## config.mk

```make
export PLATFORM = sky130hd
export DESIGN_NAME = script_token_lexer_flat
export DESIGN_NICKNAME = d
export VERILOG_FILES = /design/src/rtl/stl_pkg.sv /design/src/rtl/stl_in_if.sv /design/src/rtl/stl_out_if.sv /design/src/rtl/script_token_lexer.sv /design/src/flat_wrapper.sv
export SDC_FILE = /design/constraint.sdc
export NUM_CORES = 1
export LEC_CHECK = 0
export ABC_AREA = 0
export BUFFER_PORTS_ARGS = -buffer_cell sky130_fd_sc_hd__buf_2
export CAP_MARGIN = 20
export CORE_UTILIZATION = 33
export CTS_BUF_LIST = sky130_fd_sc_hd__clkbuf_8
export CTS_CLUSTER_DIAMETER = 50
export DETAILED_ROUTE_END_ITERATION = 8
export GPL_TIMING_DRIVEN = 0
export MAX_ROUTING_LAYER = met4
export PLACE_DENSITY = 0.47
export SYNTH_ARGS = -nofsm -noshare
export SYNTH_HDL_FRONTEND = slang
export SYNTH_SLANG_ARGS = --single-unit
```

## constraint.sdc

```tcl
create_clock -name clk -period 3.45 [get_ports clk]
set_input_delay 0.1725 -clock clk [delete_from_list [all_inputs] [get_ports clk]]
set_output_delay 0.1725 -clock clk [all_outputs]
set_load 0.02 [all_outputs]
```

## src/rtl/stl_pkg.sv

```systemverilog
`timescale 1ns / 1ps
// ----------------------------------------------------------------------------
// stl_pkg
// shared widths, token kind codes, character codes and byte classifiers
// ----------------------------------------------------------------------------
package stl_pkg;

  localparam int POS_W         = 32;
  localparam int LINE_W        = 32;
  localparam int KIND_W        = 6;
  localparam int TOK_LEN_W     = 16;
  localparam int MAX_TOKEN_LEN = 65535;
  // run length saturates one above the maximum
  localparam int LEN_W         = $clog2(MAX_TOKEN_LEN + 2);
  localparam int FIFO_DEPTH    = 4;
  localparam int FIFO_AW       = $clog2(FIFO_DEPTH);

  typedef logic [KIND_W-1:0] kind_t;

  localparam kind_t K_NONE     = 6'd0;
  localparam kind_t K_ERROR    = 6'd1;
  localparam kind_t K_VARIABLE = 6'd2;
  localparam kind_t K_ARGS     = 6'd3;
  localparam kind_t K_NUMBER   = 6'd4;
  localparam kind_t K_STRING   = 6'd5;
  localparam kind_t K_BUILTIN0 = 6'd6;
  localparam kind_t K_OP0      = 6'd22;
  localparam kind_t K_OP_LAST  = 6'd40;

  localparam logic [7:0] CH_TAB        = 8'h09;
  localparam logic [7:0] CH_NL         = 8'h0A;
  localparam logic [7:0] CH_CR         = 8'h0D;
  localparam logic [7:0] CH_SPACE      = 8'h20;
  localparam logic [7:0] CH_DQUOTE     = 8'h22;
  localparam logic [7:0] CH_HASH       = 8'h23;
  localparam logic [7:0] CH_SQUOTE     = 8'h27;
  localparam logic [7:0] CH_LPAREN     = 8'h28;
  localparam logic [7:0] CH_RPAREN     = 8'h29;
  localparam logic [7:0] CH_COLON      = 8'h3A;
  localparam logic [7:0] CH_AT         = 8'h40;
  localparam logic [7:0] CH_UNDERSCORE = 8'h5F;
  localparam logic [7:0] CH_LBRACE     = 8'h7B;
  localparam logic [7:0] CH_RBRACE     = 8'h7D;

  // one result item
  typedef struct packed {
    kind_t                token_kind;
    logic [POS_W-1:0]     token_start;
    logic [TOK_LEN_W-1:0] token_length;
    logic [LINE_W-1:0]    line_count;
    logic                 last_of_run;
  } result_t;

  function automatic logic is_lower(input logic [7:0] b);
    return (b >= 8'h61) && (b <= 8'h7A);
  endfunction

  function automatic logic is_upper(input logic [7:0] b);
    return (b >= 8'h41) && (b <= 8'h5A);
  endfunction

  function automatic logic is_digit(input logic [7:0] b);
    return (b >= 8'h30) && (b <= 8'h39);
  endfunction

  // skipped characters other than newline
  function automatic logic is_blank(input logic [7:0] b);
    return (b == CH_SPACE) || (b == CH_COLON) || (b == CH_LPAREN) ||
           (b == CH_RPAREN) || (b == CH_LBRACE) || (b == CH_RBRACE) ||
           (b == CH_CR) || (b == CH_TAB);
  endfunction

  // builtin kind from its first letter, error for an unknown letter
  function automatic kind_t builtin_kind_of(input logic [7:0] b);
    kind_t k;
    case (b)
      8'h41:   k = K_BUILTIN0 + 6'd0;   // A
      8'h42:   k = K_BUILTIN0 + 6'd1;   // B
      8'h43:   k = K_BUILTIN0 + 6'd2;   // C
      8'h44:   k = K_BUILTIN0 + 6'd3;   // D
      8'h46:   k = K_BUILTIN0 + 6'd4;   // F
      8'h47:   k = K_BUILTIN0 + 6'd5;   // G
      8'h49:   k = K_BUILTIN0 + 6'd6;   // I
      8'h4C:   k = K_BUILTIN0 + 6'd7;   // L
      8'h4E:   k = K_BUILTIN0 + 6'd8;   // N
      8'h4F:   k = K_BUILTIN0 + 6'd9;   // O
      8'h50:   k = K_BUILTIN0 + 6'd10;  // P
      8'h51:   k = K_BUILTIN0 + 6'd11;  // Q
      8'h52:   k = K_BUILTIN0 + 6'd12;  // R
      8'h53:   k = K_BUILTIN0 + 6'd13;  // S
      8'h54:   k = K_BUILTIN0 + 6'd14;  // T
      8'h57:   k = K_BUILTIN0 + 6'd15;  // W
      default: k = K_ERROR;
    endcase
    return k;
  endfunction

  // operator kind, none when the byte is no operator
  function automatic kind_t op_kind_of(input logic [7:0] b);
    kind_t k;
    case (b)
      CH_AT:   k = K_OP0 + 6'd0;
      8'h21:   k = K_OP0 + 6'd1;   // !
      8'h7E:   k = K_OP0 + 6'd2;   // ~
      8'h2C:   k = K_OP0 + 6'd3;   // ,
      8'h5B:   k = K_OP0 + 6'd4;   // [
      8'h5D:   k = K_OP0 + 6'd5;   // ]
      8'h2B:   k = K_OP0 + 6'd6;   // +
      8'h2D:   k = K_OP0 + 6'd7;   // -
      8'h2A:   k = K_OP0 + 6'd8;   // *
      8'h2F:   k = K_OP0 + 6'd9;   // /
      8'h25:   k = K_OP0 + 6'd10;  // %
      8'h5E:   k = K_OP0 + 6'd11;  // ^
      8'h3E:   k = K_OP0 + 6'd12;  // >
      8'h3C:   k = K_OP0 + 6'd13;  // <
      8'h3F:   k = K_OP0 + 6'd14;  // ?
      8'h26:   k = K_OP0 + 6'd15;  // &
      8'h7C:   k = K_OP0 + 6'd16;  // |
      8'h3B:   k = K_OP0 + 6'd17;  // ;
      8'h3D:   k = K_OP0 + 6'd18;  // =
      default: k = K_NONE;
    endcase
    return k;
  endfunction

endpackage

```

## src/rtl/stl_in_if.sv

```systemverilog
`timescale 1ns / 1ps
// ----------------------------------------------------------------------------
// stl_in_if
// source channel: one byte or an end-of-source marker per transfer
// ----------------------------------------------------------------------------
interface stl_in_if;
  logic       valid;
  logic       ready;
  logic       mode;
  logic [7:0] source_byte;

  modport source (output valid, output mode, output source_byte, input ready);
  modport sink   (input valid, input mode, input source_byte, output ready);
endinterface

```

## src/rtl/stl_out_if.sv

```systemverilog
`timescale 1ns / 1ps
// ----------------------------------------------------------------------------
// stl_out_if
// token channel: one token per transfer
// ----------------------------------------------------------------------------
interface stl_out_if;
  import stl_pkg::*;

  logic                 valid;
  logic                 ready;
  kind_t                token_kind;
  logic [POS_W-1:0]     token_start;
  logic [TOK_LEN_W-1:0] token_length;
  logic [LINE_W-1:0]    line_count;
  logic                 last_of_run;

  modport source (output valid, output token_kind, output token_start,
                  output token_length, output line_count, output last_of_run,
                  input ready);
  modport sink   (input valid, input token_kind, input token_start,
                  input token_length, input line_count, input last_of_run,
                  output ready);
endinterface

```

## src/rtl/script_token_lexer.sv

```systemverilog
`timescale 1ns / 1ps
// ----------------------------------------------------------------------------
// script_token_lexer
// streaming tokenizer: bytes in, tokens with offset, length, kind and lines out
// ----------------------------------------------------------------------------
// output: a token is offered once the transfer that completes it has written it
//   into the token queue and every earlier token has been taken
// throughput: one input transfer per cycle while the four-entry token queue
//   has room for the two tokens that one input may yield
// reset: synchronous active-low rst_n returns the scanner to idle at offset
//   zero and empties the queue; the queue entries themselves are not cleared
// ----------------------------------------------------------------------------
module script_token_lexer (
  input  logic          clk,
  input  logic          rst_n,
  stl_in_if.sink        in_chan,
  stl_out_if.source     out_chan
);
  import stl_pkg::*;

  // one-hot scanner state
  typedef enum logic [5:0] {
    ST_IDLE    = 6'b000001,
    ST_COMMENT = 6'b000010,
    ST_IDENT   = 6'b000100,
    ST_BUILTIN = 6'b001000,
    ST_NUMBER  = 6'b010000,
    ST_STRING  = 6'b100000
  } scan_state_t;

  // scanner state
  scan_state_t       state_r,  state_nxt;
  logic [POS_W-1:0]  pos_r,    pos_nxt;     // offset of the next byte
  logic [POS_W-1:0]  start_r,  start_nxt;   // start of the open token
  logic [LEN_W-1:0]  len_r,    len_nxt;     // saturating run length
  kind_t             bkind_r,  bkind_nxt;   // builtin kind from first letter
  logic              delim_r,  delim_nxt;   // string closes on '"' when set
  logic              under_r,  under_nxt;   // identifier began with '_'
  logic [LINE_W-1:0] lines_r,  lines_nxt;   // newlines skipped so far

  // token queue
  result_t              fifo_r [FIFO_DEPTH];
  logic [FIFO_AW-1:0]   head_r, tail_r;
  logic [FIFO_AW:0]     count_r;

  logic       in_fire;
  logic       out_fire;
  logic [7:0] b;
  logic       eos;
  logic       pend_emit;    // open token closes on this transfer
  logic       idle_run;     // byte is handled as from idle
  logic       idle_put;     // idle handling yields an operator or error token
  kind_t      idle_kind;
  kind_t      pend_kind;
  result_t    pend_res;
  result_t    second_res;
  logic       second_v;
  result_t    res0, res1;
  logic       push0, push1;
  logic [LEN_W-1:0] len_grown;

  // builds a result, turning an over-long token into a one-byte error
  function automatic result_t make_res(input kind_t k, input logic [POS_W-1:0] s,
                                       input logic [LEN_W-1:0] l,
                                       input logic [LINE_W-1:0] nl);
    result_t r;
    r.token_kind  = k;
    r.token_start = s;
    r.line_count  = nl;
    r.last_of_run = 1'b0;
    if (l > LEN_W'(MAX_TOKEN_LEN)) begin
      r.token_kind   = K_ERROR;
      r.token_length = TOK_LEN_W'(1);
    end else begin
      r.token_length = l[TOK_LEN_W-1:0];
    end
    return r;
  endfunction

  // room for the two tokens one transfer may produce
  assign in_chan.ready = (count_r <= (FIFO_AW+1)'(FIFO_DEPTH - 2));
  assign in_fire       = in_chan.valid && in_chan.ready;
  assign out_fire      = out_chan.valid && out_chan.ready;
  assign b             = in_chan.source_byte;

  // length stops one past the maximum so an over-long run stays flagged
  assign len_grown = (len_r <= LEN_W'(MAX_TOKEN_LEN)) ? len_r + 1'b1 : len_r;

  // kind of the open token
  always_comb begin
    unique case (state_r)
      ST_IDENT:   pend_kind = (under_r && (len_r == LEN_W'(1))) ? K_ARGS : K_VARIABLE;
      ST_BUILTIN: pend_kind = bkind_r;
      ST_NUMBER:  pend_kind = K_NUMBER;
      ST_STRING:  pend_kind = K_STRING;
      default:    pend_kind = K_NONE;
    endcase
  end

  // scanner next state
  always_comb begin
    state_nxt = state_r;
    pos_nxt   = pos_r;
    start_nxt = start_r;
    len_nxt   = len_r;
    bkind_nxt = bkind_r;
    delim_nxt = delim_r;
    under_nxt = under_r;
    lines_nxt = lines_r;
    eos       = 1'b0;
    pend_emit = 1'b0;
    idle_run  = 1'b0;
    idle_put  = 1'b0;
    idle_kind = K_ERROR;

    if (in_fire) begin
      if (in_chan.mode) begin
        // end of source: flush the open token, then back to reset values
        eos       = 1'b1;
        pend_emit = (state_r != ST_IDLE) && (state_r != ST_COMMENT);
        state_nxt = ST_IDLE;
        pos_nxt   = '0;
        start_nxt = '0;
        len_nxt   = '0;
        bkind_nxt = K_NONE;
        delim_nxt = 1'b0;
        under_nxt = 1'b0;
        lines_nxt = '0;
      end else begin
        pos_nxt = pos_r + 1'b1;
        unique case (state_r)
          ST_COMMENT: begin
            if (b == CH_NL) begin
              lines_nxt = lines_r + 1'b1;
              state_nxt = ST_IDLE;
            end
          end
          ST_STRING: begin
            if (b == (delim_r ? CH_DQUOTE : CH_SQUOTE)) begin
              pend_emit = 1'b1;
              state_nxt = ST_IDLE;
            end else begin
              len_nxt = len_grown;
            end
          end
          ST_IDENT: begin
            if (is_lower(b) || is_digit(b) || (b == CH_UNDERSCORE)) begin
              len_nxt = len_grown;
            end else begin
              pend_emit = 1'b1;
              idle_run  = 1'b1;
            end
          end
          ST_BUILTIN: begin
            if (is_upper(b) || (b == CH_UNDERSCORE)) begin
              len_nxt = len_grown;
            end else begin
              pend_emit = 1'b1;
              idle_run  = 1'b1;
            end
          end
          ST_NUMBER: begin
            if (is_digit(b)) begin
              len_nxt = len_grown;
            end else begin
              pend_emit = 1'b1;
              idle_run  = 1'b1;
            end
          end
          default: begin
            idle_run = 1'b1;
          end
        endcase

        // byte seen from idle, possibly right after closing a token
        if (idle_run) begin
          state_nxt = ST_IDLE;
          priority if (is_blank(b)) begin
            // skipped
          end else if (b == CH_NL) begin
            lines_nxt = lines_r + 1'b1;
          end else if (b == CH_HASH) begin
            state_nxt = ST_COMMENT;
          end else if ((b == CH_SQUOTE) || (b == CH_DQUOTE)) begin
            // string body starts after the quote
            state_nxt = ST_STRING;
            delim_nxt = (b == CH_DQUOTE);
            start_nxt = pos_r + 1'b1;
            len_nxt   = '0;
          end else if (is_lower(b) || (b == CH_UNDERSCORE)) begin
            state_nxt = ST_IDENT;
            start_nxt = pos_r;
            len_nxt   = LEN_W'(1);
            under_nxt = (b == CH_UNDERSCORE);
          end else if (is_upper(b)) begin
            state_nxt = ST_BUILTIN;
            start_nxt = pos_r;
            len_nxt   = LEN_W'(1);
            bkind_nxt = builtin_kind_of(b);
          end else if (is_digit(b)) begin
            state_nxt = ST_NUMBER;
            start_nxt = pos_r;
            len_nxt   = LEN_W'(1);
          end else begin
            // operator or stray byte, one-byte token at once
            idle_put  = 1'b1;
            idle_kind = (op_kind_of(b) != K_NONE) ? op_kind_of(b) : K_ERROR;
          end
        end
      end
    end
  end

  // up to two tokens per transfer: the closed token first, then the byte's own
  // token or the end-of-source marker
  always_comb begin
    pend_res   = make_res(pend_kind, start_r, len_r, lines_r);
    second_v   = eos || idle_put;
    second_res = eos ? make_res(K_NONE, pos_r, '0, lines_r)
                     : make_res(idle_kind, pos_r, LEN_W'(1), lines_r);
    second_res.last_of_run = 1'b1;
    if (pend_emit) begin
      res0  = pend_res;
      res1  = second_res;
      push0 = 1'b1;
      push1 = second_v;
    end else begin
      res0  = second_res;
      res1  = second_res;
      push0 = second_v;
      push1 = 1'b0;
    end
    res0.last_of_run = !push1;
  end

  // scanner registers
  always_ff @(posedge clk) begin
    if (!rst_n) begin
      state_r <= ST_IDLE;
      pos_r   <= '0;
      start_r <= '0;
      len_r   <= '0;
      bkind_r <= K_NONE;
      delim_r <= 1'b0;
      under_r <= 1'b0;
      lines_r <= '0;
    end else begin
      state_r <= state_nxt;
      pos_r   <= pos_nxt;
      start_r <= start_nxt;
      len_r   <= len_nxt;
      bkind_r <= bkind_nxt;
      delim_r <= delim_nxt;
      under_r <= under_nxt;
      lines_r <= lines_nxt;
    end
  end

  // queue pointers
  always_ff @(posedge clk) begin
    if (!rst_n) begin
      head_r  <= '0;
      tail_r  <= '0;
      count_r <= '0;
    end else begin
      if (out_fire) begin
        head_r <= head_r + 1'b1;
      end
      tail_r  <= tail_r + FIFO_AW'(push0) + FIFO_AW'(push1);
      count_r <= count_r + (FIFO_AW+1)'(push0) + (FIFO_AW+1)'(push1)
                 - (FIFO_AW+1)'(out_fire);
    end
  end

  // queue storage, payload only
  always_ff @(posedge clk) begin
    if (push0) begin
      fifo_r[tail_r] <= res0;
    end
    if (push1) begin
      fifo_r[tail_r + 1'b1] <= res1;
    end
  end

  assign out_chan.valid        = (count_r != '0);
  assign out_chan.token_kind   = fifo_r[head_r].token_kind;
  assign out_chan.token_start  = fifo_r[head_r].token_start;
  assign out_chan.token_length = fifo_r[head_r].token_length;
  assign out_chan.line_count   = fifo_r[head_r].line_count;
  assign out_chan.last_of_run  = fifo_r[head_r].last_of_run;

endmodule

```

## src/flat_wrapper.sv

```systemverilog
// flat-port wrapper written by rule: the top's interface ports become plain ports
module script_token_lexer_flat import stl_pkg::*;
  (clk, rst_n, in_chan_valid, in_chan_mode, in_chan_source_byte, in_chan_ready, out_chan_valid, out_chan_token_kind, out_chan_token_start, out_chan_token_length, out_chan_line_count, out_chan_last_of_run, out_chan_ready);
  stl_in_if in_chan_i ();
  stl_out_if out_chan_i ();
  input  logic clk;
  input  logic rst_n;
  input wire logic [$bits(in_chan_i.valid)-1:0] in_chan_valid;
  input wire logic [$bits(in_chan_i.mode)-1:0] in_chan_mode;
  input wire logic [$bits(in_chan_i.source_byte)-1:0] in_chan_source_byte;
  output wire logic [$bits(in_chan_i.ready)-1:0] in_chan_ready;
  output wire logic [$bits(out_chan_i.valid)-1:0] out_chan_valid;
  output wire logic [$bits(out_chan_i.token_kind)-1:0] out_chan_token_kind;
  output wire logic [$bits(out_chan_i.token_start)-1:0] out_chan_token_start;
  output wire logic [$bits(out_chan_i.token_length)-1:0] out_chan_token_length;
  output wire logic [$bits(out_chan_i.line_count)-1:0] out_chan_line_count;
  output wire logic [$bits(out_chan_i.last_of_run)-1:0] out_chan_last_of_run;
  input wire logic [$bits(out_chan_i.ready)-1:0] out_chan_ready;
  assign in_chan_i.valid = in_chan_valid;
  assign in_chan_i.mode = in_chan_mode;
  assign in_chan_i.source_byte = in_chan_source_byte;
  assign in_chan_ready = in_chan_i.ready;
  assign out_chan_valid = out_chan_i.valid;
  assign out_chan_token_kind = out_chan_i.token_kind;
  assign out_chan_token_start = out_chan_i.token_start;
  assign out_chan_token_length = out_chan_i.token_length;
  assign out_chan_line_count = out_chan_i.line_count;
  assign out_chan_last_of_run = out_chan_i.last_of_run;
  assign out_chan_i.ready = out_chan_ready;
  script_token_lexer u_core (.clk(clk), .rst_n(rst_n), .in_chan(in_chan_i), .out_chan(out_chan_i));
endmodule
```

# ---- Word level (Yosys, flattened, before mapping)
# Memory sizes are Yosys's and may differ from the RTL's. A register that Yosys moved wholly into a read port is not among the register bits.
# Index checks and enable logic that the tools add are counted.
dict set report classes {
  n_addsub 10
  muxes 123
  n_lt_le_gt_ge 9
  eq_ne 64
  n_reduce_logical 35
}
# cell count
set ops {}
lappend ops {{32-bit 2-to-1 mux} 16}
lappend ops {{6-bit 2-to-1 mux} 40}
lappend ops {{17-bit 2-to-1 mux} 14}
lappend ops {{8-bit by 7-bit equality test with 1-bit output (second input constant)} 25}
lappend ops {{87-bit 2-to-1 mux} 2}
lappend ops {{8-bit by 6-bit equality test with 1-bit output (second input constant)} 20}
lappend ops {{6-bit one-hot mux with 19 select lines} 1}
lappend ops {{5-bit one-hot mux with 16 select lines} 1}
lappend ops {{17-bit one-hot mux with 4 select lines} 1}
lappend ops {{32-bit by 1-bit adder with 32-bit output (second input constant)} 2}
lappend ops {{1-bit 2-to-1 mux} 39}
lappend ops {{8-bit by 4-bit equality test with 1-bit output (second input constant)} 3}
lappend ops {{6-bit one-hot mux with 4 select lines} 1}
lappend ops {{17-bit by 1-bit adder with 17-bit output (second input constant)} 1}
lappend ops {{17-bit by 1-bit equality test with 1-bit output (second input constant)} 1}
lappend ops {{17-bit by 16-bit > comparator with 1-bit output (second input constant)} 1}
lappend ops {{17-bit by 16-bit less-or-equal comparator with 1-bit output (second input constant)} 1}
lappend ops {{8-bit by 7-bit greater-or-equal comparator with 1-bit output (second input constant)} 2}
lappend ops {{8-bit by 7-bit less-or-equal comparator with 1-bit output (second input constant)} 2}
lappend ops {{16-bit 2-to-1 mux} 1}
lappend ops {{1-bit logical OR} 13}
lappend ops {{6-bit one-hot mux with 2 select lines} 1}
lappend ops {{6-bit AND reduction} 2}
lappend ops {{2-bit != test (second input constant)} 5}
lappend ops {{31 further kinds} 46}
dict set report totals {
  register_bits 134
  elab_cells 253
  output_inout_bits 89
  memories 1
  ramBits 348
}
# memory words word_bits read_ports rd_clocked_by_memory_dff write_ports line_no
set mem_list {}
lappend mem_list {u_core.fifo_r 4 87 1 1 2 script_token_lexer.sv:42} ;# result_t fifo_r [FIFO_DEPTH];

# ---- Depth between registers and ports, before layout
# Gate-level depths: netlist of the first run.
dict set report depth {
  ltp_word 26
  mapped_depth 15
  ltp_nobuf 13
}

# ---- Worst setup path before layout of the first run
# OpenSTA, ideal clock, no wires.
dict set report synth_timing {
  kind {register to register}
  start {register u_core.state_r[4]}
  end {memory u_core.fifo_r[1][10] (netlist name), enable pin}
  arrival_ns 3.261
  path_buffers 3
  setup_time_ns 0.399
  slack_ns -0.210
  path_stages_with_launch 12
  t_required_ns 3.051
  cell_sequence {dfxtp_1 buf_2 or4b_1 nor2_1 a211oi_1 a21boi_4 a211oi_2 o21ai_1 and2_1 buf_4 inv_2 buf_2}
}
# element line_no
set synth_lines {}
lappend synth_lines {{start: declaration} script_token_lexer.sv:32} ;# scan_state_t state_r, state_nxt;
lappend synth_lines {{start signal: assignment} script_token_lexer.sv:248} ;# state_r <= state_nxt;
lappend synth_lines {{end: declaration} script_token_lexer.sv:42}

==> flow_summary.yaml, run 1 <==
status:
  outcome: "completed"
run:
  cap_violations: 0
synthesis:
  synth_mux_area_share_pct: 8.48
  synthFlopType: "edfxtp_1"
  ys_seq_elements: 483
  ys_async_sr_fraction_pct: 0
  synth.avg_cell_area_sq_um: 11.3
  yosys_warnings: 0
  synthSimpleGateAreaFrac_pct: 15.9
  synthAdderAreaFrac_pct: 0.629
  synth-xor-area-share_pct: 2.95
  synth_cells: 2075
  synth-compound-area-share_pct: 14.8
  synth_nets: 2098
  synth_edf_count: 284
  ys_types: 88
  synth_top_family_by_area: "simple AND/OR/NAND/NOR gates"
  synth_area_sq_um: 23500
  seq_area_frac_synth_pct: 53.3
clocking:
  cts_tree: "built"
  h-tree-depth: 3
  clockBufferDepth: 3
  clk_pin_slew_ps: 60
  clock-root-buffer: "clkbuf_8"
  cts_made_buffers: 85
  clkSinkCount: 483
  clk_latency_ps: 680
timing:
  final-hold-violation-count: 0
  slew_viol_final: 0
  tns_ps: 0
  min_period_over_period_pct: 99.0
  finClkSkew_ps: 36.3
  min_period_ps: 3410
  slew_headroom_pct: 33.8
  setup_viol: 0
  max_freq_mhz: 293
  worstMarginPinSlew_ps: 993
route:
  num_vias: 18400
  ant_nets: 0
  viasPerCell: 5.54
  wl_microns: 78100
  drtIter0Drc: 1497
  firstDrtPassIters: 6
  routedWlPerCell_microns: 23.5
  drc: 0
global_route:
  grt_overflow_total: 0
  grt_pass1_wl_microns: 116000
  grt_pass1_vias: 18200
  grt_max_degree: 44
  antenna_found_initial: 1
  track_usage_pct: 22.1
setup_path:
  critPathArrivalTime_ps: 3950
  path_max_fanout: 10
  crit_type: "reg -> reg"
  required_ps: 3990
  cp-start-kind: "register"
  end_kind: "register"
place:
  routabilityCongestion: 0.890
  portBuffers: 99
  place_hpwl_microns: 52200
  dp.cells: 3121
pwr:
  irDropWorstVdd_uv: 401
  p_per_area_nw_per_um2: 650
  p_leak_nw: 9.41
die:
  die_area_sq_um: 72200
  core_area_sq_um: 70100
  fp.dieH_microns: 269
  initial_core_util_pct: 33.4
  die_width_microns: 269
  num_rows: 97
  pin_count: 102
cells_and_area:
  area_delta_synth_final_pct: 18.2
  final_cells: 3315
  final_nets: 2324
  layout-drive-gt1-share_pct: 20.4
worst_hold_path:
  hp-class: "in -> reg"
-- report_power, final --
group / total [W] / internal (W) / switching, W / leakage (nW)
clock: 0.00527 / 0.00281 / 0.00246 / 0.996
sequential: 0.00715 / 0.00696 / 0.000181 / 4.36
combinational: 0.00562 / 0.00184 / 0.00378 / 4.05
-- per-stage QoR --
step	utilization [%]	hold slack [ps]	cell area (sq um)	power, W	setup WS [ps]
global placement	35.8	445	25100	0.0125	-1410
global route	39.6	85.5	27700	0.0189	-15.8
CTS	39.2	13.5	27500	0.0182	18.1
floorplan	-	401	23500	0.0105	165
finish	39.6	86.8	27700	0.0180	35.9
detailed placement	36.1	453	25300	0.0127	-1180
-- state kept, by name (all words and copies together) (netlist names), 2 cells and up, named ones only --
signal,cells
u_core.state_r,6
u_core.fifo_r,348
u_core.count_r,3
u_core.lines_r,32
u_core.head_r,2
u_core.start_r,32
u_core.pos_r,32
u_core.tail_r,2
u_core.len_r,17
u_core.bkind_r,5
-- critical path, cell delays in order, from the launching register on --
cell and delay, ps:
dfxtp_1 300, clkbuf_4 200, or4b_4 500, nor2_4 200
a211oi_2 110, a21boi_4 190, a21oi_4 180, buf_4 150
clkinv_2 180, a31oi_4 270, buf_4 200, clkbuf_1 520
nand3b_1 190, o21ai_0 80
-- cells in the mapped netlist, types with 7 or more instances --
cell,number,area share (%)
and3_1,19,0.51
a22o_1,125,4.7
buf_4,10,0.32
a21oi_1,52,1.1
xor2_1,52,1.9
nand2b_1,9,0.24
o21a_1,10,0.32
nand4_1,34,0.91
edfxtp_1,284,36
or3_1,21,0.56
buf_1,23,0.37
xnor2_1,27,1.0
o22ai_1,10,0.27
nor2_1,165,2.6
a211oi_1,8,0.26
o21ai_0,114,2.4
dfxtp_1,199,17
nor2b_1,8,0.21
inv_1,26,0.42
nor4_1,20,0.53
buf_2,34,0.73
ha_1,7,0.37
mux4_2,87,8.4
clkbuf_1,120,1.9
nand2_1,121,1.9
nor3_1,27,0.58
nand3_1,106,2.3
o31ai_1,40,1.3
nand3b_1,28,0.90
a31oi_1,18,0.48
o32ai_1,9,0.34
and2_1,123,3.3
a32o_1,13,0.55
-- layout by cell type (no fill, tap or decap), types with 17 or more instances in the layout --
| cell | netlist | final |
|---|---|---|
| buf_4 | 10 | 41 |
| buf_2 | 34 | 125 |
| edfxtp_1 | 284 | 284 |
| inv_1 | 26 | 62 |
| and3_1 | 19 | 19 |
| nor4_1 | 20 | 17 |
| nand4_1 | 34 | 34 |
| clkbuf_8 | 0 | 97 |
| a31oi_1 | 18 | 18 |
| nand2_1 | 121 | 118 |
| o31ai_1 | 40 | 40 |
| nor3_1 | 27 | 25 |
| nor2_1 | 165 | 159 |
| clkbuf_2 | 0 | 19 |
| xnor2_1 | 27 | 27 |
| o21ai_0 | 114 | 113 |
| a22o_1 | 125 | 125 |
| or3_1 | 21 | 21 |
| a21oi_1 | 52 | 51 |
| clkbuf_1 | 120 | 92 |
| nand3b_1 | 28 | 28 |
| buf_1 | 23 | 21 |
| mux4_2 | 87 | 87 |
| nand3_1 | 106 | 106 |
| and2_1 | 123 | 123 |
| xor2_1 | 52 | 52 |
| dfxtp_1 | 199 | 197 |
-- layer usage --
layer	share of wire, %	vias to the layer above	track usage [%]
met5	0	-	-
met4	3.1	0	7.88
met1	44	9329	29.2
met3	5.4	137	3.25
li1	-	8322	-
met2	47	593	34.4
-- final timing paths --
| kind | from | endpoint | slack [ps] | depth (start not counted) |
|---|---|---|---|---|
| setup reg to reg | u_core.state_r[5]$_SDFFE_PN0P_ | u_core.fifo_r[2][44]$_SDFFE_PP0P_ | 40 | 13 |
| setup / recovery | u_core.state_r[5]$_SDFFE_PN0P_ | u_core.fifo_r[2][44]$_SDFFE_PP0P_ | 40 | 13 |
| hold reg to reg | u_core.bkind_r[1]$_SDFFE_PN0P_ | u_core.bkind_r[1]$_SDFFE_PN0P_ | 460 | 2 |
| hold / removal | in_chan_source_byte[0] | u_core.delim_r$_SDFFE_PN0P_ | 90 | 4 |
-- layout make-up --
type / count / area, sq um
well taps: 940 / 1180
repair buffers: 143 / 1020
diodes: 1 / 2.50
fillers: 6937 / 42400
clock buffers: 97 / 1340
flip-flops and latches: 483 / 12500
clock inverters: 63 / 363
multi-input cells: 1371 / 10300
inverters: 34 / 129
plain buffers: 183 / 905
-- kinds of logic after synthesis --
kind of cell,after synthesis
fa+ha+maj,10
xor+xnor,79
buf+inv,221
flops,483
simple gates,717
mux,90
compound gates,475
-- timing repair --
action | in CTS | in global routing
resized for setup | 61 | 67
pin swaps | 12 | 7
setup buffers | 21 | 8
cloned | 4 | 1
hold buffers | 2 | 0
setup endpoints to repair | 711 | 317
hold endpoints to repair | 5 | 0
(Power assumes the default switching activity.)
==> run 2: changes to the inputs <==
- ABC_AREA: 0 -> 1
==> run 2 against run 1 <==
Against the previous run:
- non-clock buffer count down 4
- core utilization down 0.39 points
- fmax up 4.1%
- largest cell class unchanged
==> flow_summary.yaml, run 2 <==
status:
  outcome: "completed"
pwr:
  finalPower_w: 0.0196
  p_leak_nw: 11.3
  irDropWorstVdd_uv: 384
  p_per_area_nw_per_um2: 656
setup_path:
  required_ps: 3900
  timing.rr.end: "u_core.fifo_r[2][16]$_DFFE_PP_"
  crit_start: "u_core.state_r[5]$_SDFFE_PN0P_"
  crit_type: "reg -> reg"
  critPathBufInv: 6
  crit_slowest_cell: "dfxtp_2"
  r2r_setup_slack_ps: 170
  cp-start-kind: "register"
  reg2reg_depth: 16
  worst_path_dominant_cell_family: "simple AND/OR/NAND/NOR gates"
  crit_end: "u_core.fifo_r[2][16]$_DFFE_PP_"
  critPathMaxStageDelay_ps: 340
  cp_num_cells: 16
  reg2reg_from: "u_core.state_r[5]$_SDFFE_PN0P_"
  path_max_fanout: 27
  critPathArrivalTime_ps: 3730
  end_kind: "register"
  cp_cell_sequence: "nor2_2, nand4_1, buf_4, nand4_1, nor2_1, inv_1, nand3_2, nand3_1, nand2_4, buf_12, nand2_2, nand2_8, buf_16, inv_2, buf_6, nor2_1"
route:
  drc: 0
  viasPerCell: 5.17
  ant_nets: 0
  drtIter0Drc: 2310
  firstDrtPassIters: 5
  num_vias: 24500
  wl_microns: 102000
  routedWlPerCell_microns: 21.4
synthesis:
  yosys_warnings: 0
  synth_edf_count: 284
  seq_area_frac_synth_pct: 48.9
  synthFlopType: "edfxtp_1"
  synth_area_leaders: "edfxtp_1 33%, dfxtp_1 16%, nand2_1 14%"
  ys_types: 45
  synth_nets: 3438
  ys_async_sr_fraction_pct: 0
  yosys.area.top_type_share_pct: 33.3
  synth.avg_cell_area_sq_um: 7.49
  synth_most_common_cell: "nand2_1"
  synth_area_sq_um: 25600
  ys_top_cells_by_count: "979 x nand2_1, 522 x nor2_1, 302 x o21ai_0, 284 x edfxtp_1, 199 x dfxtp_1"
  synth_top_area_cell: "edfxtp_1"
  synth_cells: 3415
  ys_seq_elements: 483
clocking:
  clock-root-buffer: "clkbuf_8"
  cts_made_buffers: 92
  h-tree-depth: 3
  clk_pin_slew_ps: 70
  clockBufferDepth: 3
  clkSinkCount: 483
  clk_latency_ps: 740
  cts_tree: "built"
global_route:
  grt_overflow_total: 0
  track_usage_pct: 26.3
  grt_max_degree: 51
  antenna_found_initial: 2
  grt_pass1_wl_microns: 150000
  grt_pass1_vias: 23100
die:
  die_area_sq_um: 78600
  fp.dieH_microns: 280
  initial_core_util_pct: 33.5
  die_width_microns: 280
  num_rows: 101
  pin_count: 102
  core_area_sq_um: 76300
timing:
  min_period_over_period_pct: 95.1
  slew_viol_final: 0
  setup_viol: 0
  slew_headroom_pct: 31.1
  min_period_ps: 3280
  hold-worst-slack_ps: 51.8
  finClkSkew_ps: 35.0
  max_freq_mhz: 305
  rsz0062_at_grt: "false"
  final-hold-violation-count: 0
  worstMarginPinSlew_ps: 1020
cells_and_area:
  final_cell_mix: "973 x nand2_1, 518 x nor2_1, 302 x o21ai_0, 284 x edfxtp_1, 211 x inv_1"
  final_common_cell: "nand2_1"
  fill_cells: 8162
  largest_reg_flops: 348
  area_delta_synth_final_pct: 16.9
  final_nets: 3659
  fin_util_pct: 39.2
  layout-drive-gt1-share_pct: 11.6
  final_cells: 4748
  finalInstanceArea_sq_um: 29900
  top_register: "u_core.fifo_r"
place:
  place_hpwl_microns: 72100
  routabilityCongestion: 0.936
  placed_area_sq_um: 27500
  portBuffers: 100
  dp.cells: 4549
worst_hold_path:
  hp-class: "in -> reg"
run:
  cap_violations: 0
## run 2: cell types whose count changed after synthesis, sizes merged, moves of 96 or more
cell / previous run / this run
o21ai: 121 / 378
and2: 123 / 1
nand2: 121 / 994
nand3: 106 / 202
a22o: 125 / 0
inv: 32 / 213
nor2: 165 / 531
## run 2: power breakdown
part | leakage, nW | internal (W) | switching, W
clock network | 1.05 | 0.00304 | 0.00275
logic | 5.96 | 0.00165 | 0.00502
registers | 4.29 | 0.00690 | 0.000228
## run 2: final cells by class
type                    count  area, sq um  share of cell area [%]
multi-input cells        2520        11600                    38.9
clock buffers              98         1350                    4.51
repair buffers            125          838                    2.80
inverters                 217          828                    2.77
plain buffers             197          943                    3.16
diodes                      3         7.51                  0.0251
clock inverters            75          492                    1.65
well taps                1030         1290                    4.31
flip-flops and latches    483        12500                    41.9
## run 2: worst min path at each step
stage	start	to	slack, ps	cells after the start
after floorplan	rst_n	u_core.len_r[16]$_SDFFE_PN0P_	320	2
after global placement	u_core.bkind_r[3]$_SDFFE_PN0P_	u_core.bkind_r[3]$_SDFFE_PN0P_	450	2
after detailed placement	u_core.bkind_r[3]$_SDFFE_PN0P_	u_core.bkind_r[3]$_SDFFE_PN0P_	450	2
after CTS	in_chan_source_byte[0]	u_core.bkind_r[0]$_SDFFE_PN0P_	2	7
after global routing	in_chan_source_byte[0]	u_core.bkind_r[0]$_SDFFE_PN0P_	120	7
final	in_chan_source_byte[0]	u_core.bkind_r[0]$_SDFFE_PN0P_	50	7
## run 2: routing by layer
layer / part of all wire [%] / wire (microns) / GRT usage (%)
met4: 2.2 / 2230 / 7.80
met1: 47 / 48000 / 37.2
met2: 43 / 44100 / 38.7
met3: 7.2 / 7300 / 4.09
met5: 0 / 0 / -
## run 2: logic make-up after synthesis
logic type / Yosys count / share of synthesized area [%]
adders and majority gates: 10 / 0.577
and+or+nand+nor: 1889 / 30.6
xor gates and xnor gates: 22 / 0.753
DFF: 483 / 48.9
buffers and inverters: 415 / 6.81
AOI/OAI and AO/OA: 596 / 12.3
## run 2: worst register-to-register path, stage by stage, from the launching register on
cell and delay, ps:
dfxtp_2 340, nor2_2 180, nand4_1 210, buf_4 200, nand4_1 130, nor2_1 50, inv_1 70, nand3_2 180
nand3_1 180, nand2_4 90, buf_12 150, nand2_2 270, nand2_8 250, buf_16 240, inv_2 230, buf_6 170
nor2_1 60
## run 2: through the flow
stage	setup TNS (ps)	setup slack, ps
final	0	170
after global routing	0	9.39
after CTS	-873	-113
after detailed placement	-107340	-635
after global placement	-584810	-1780
after floorplan	0	192
## run 2: timing repair
action,in CTS,in global routing
pin swaps,4,13
endpoints found under the hold margin,25,1
gates resized for setup,26,55
setup buffers,2,12
endpoints found under the setup margin,446,216
hold buffers,4,1
gates cloned,3,2
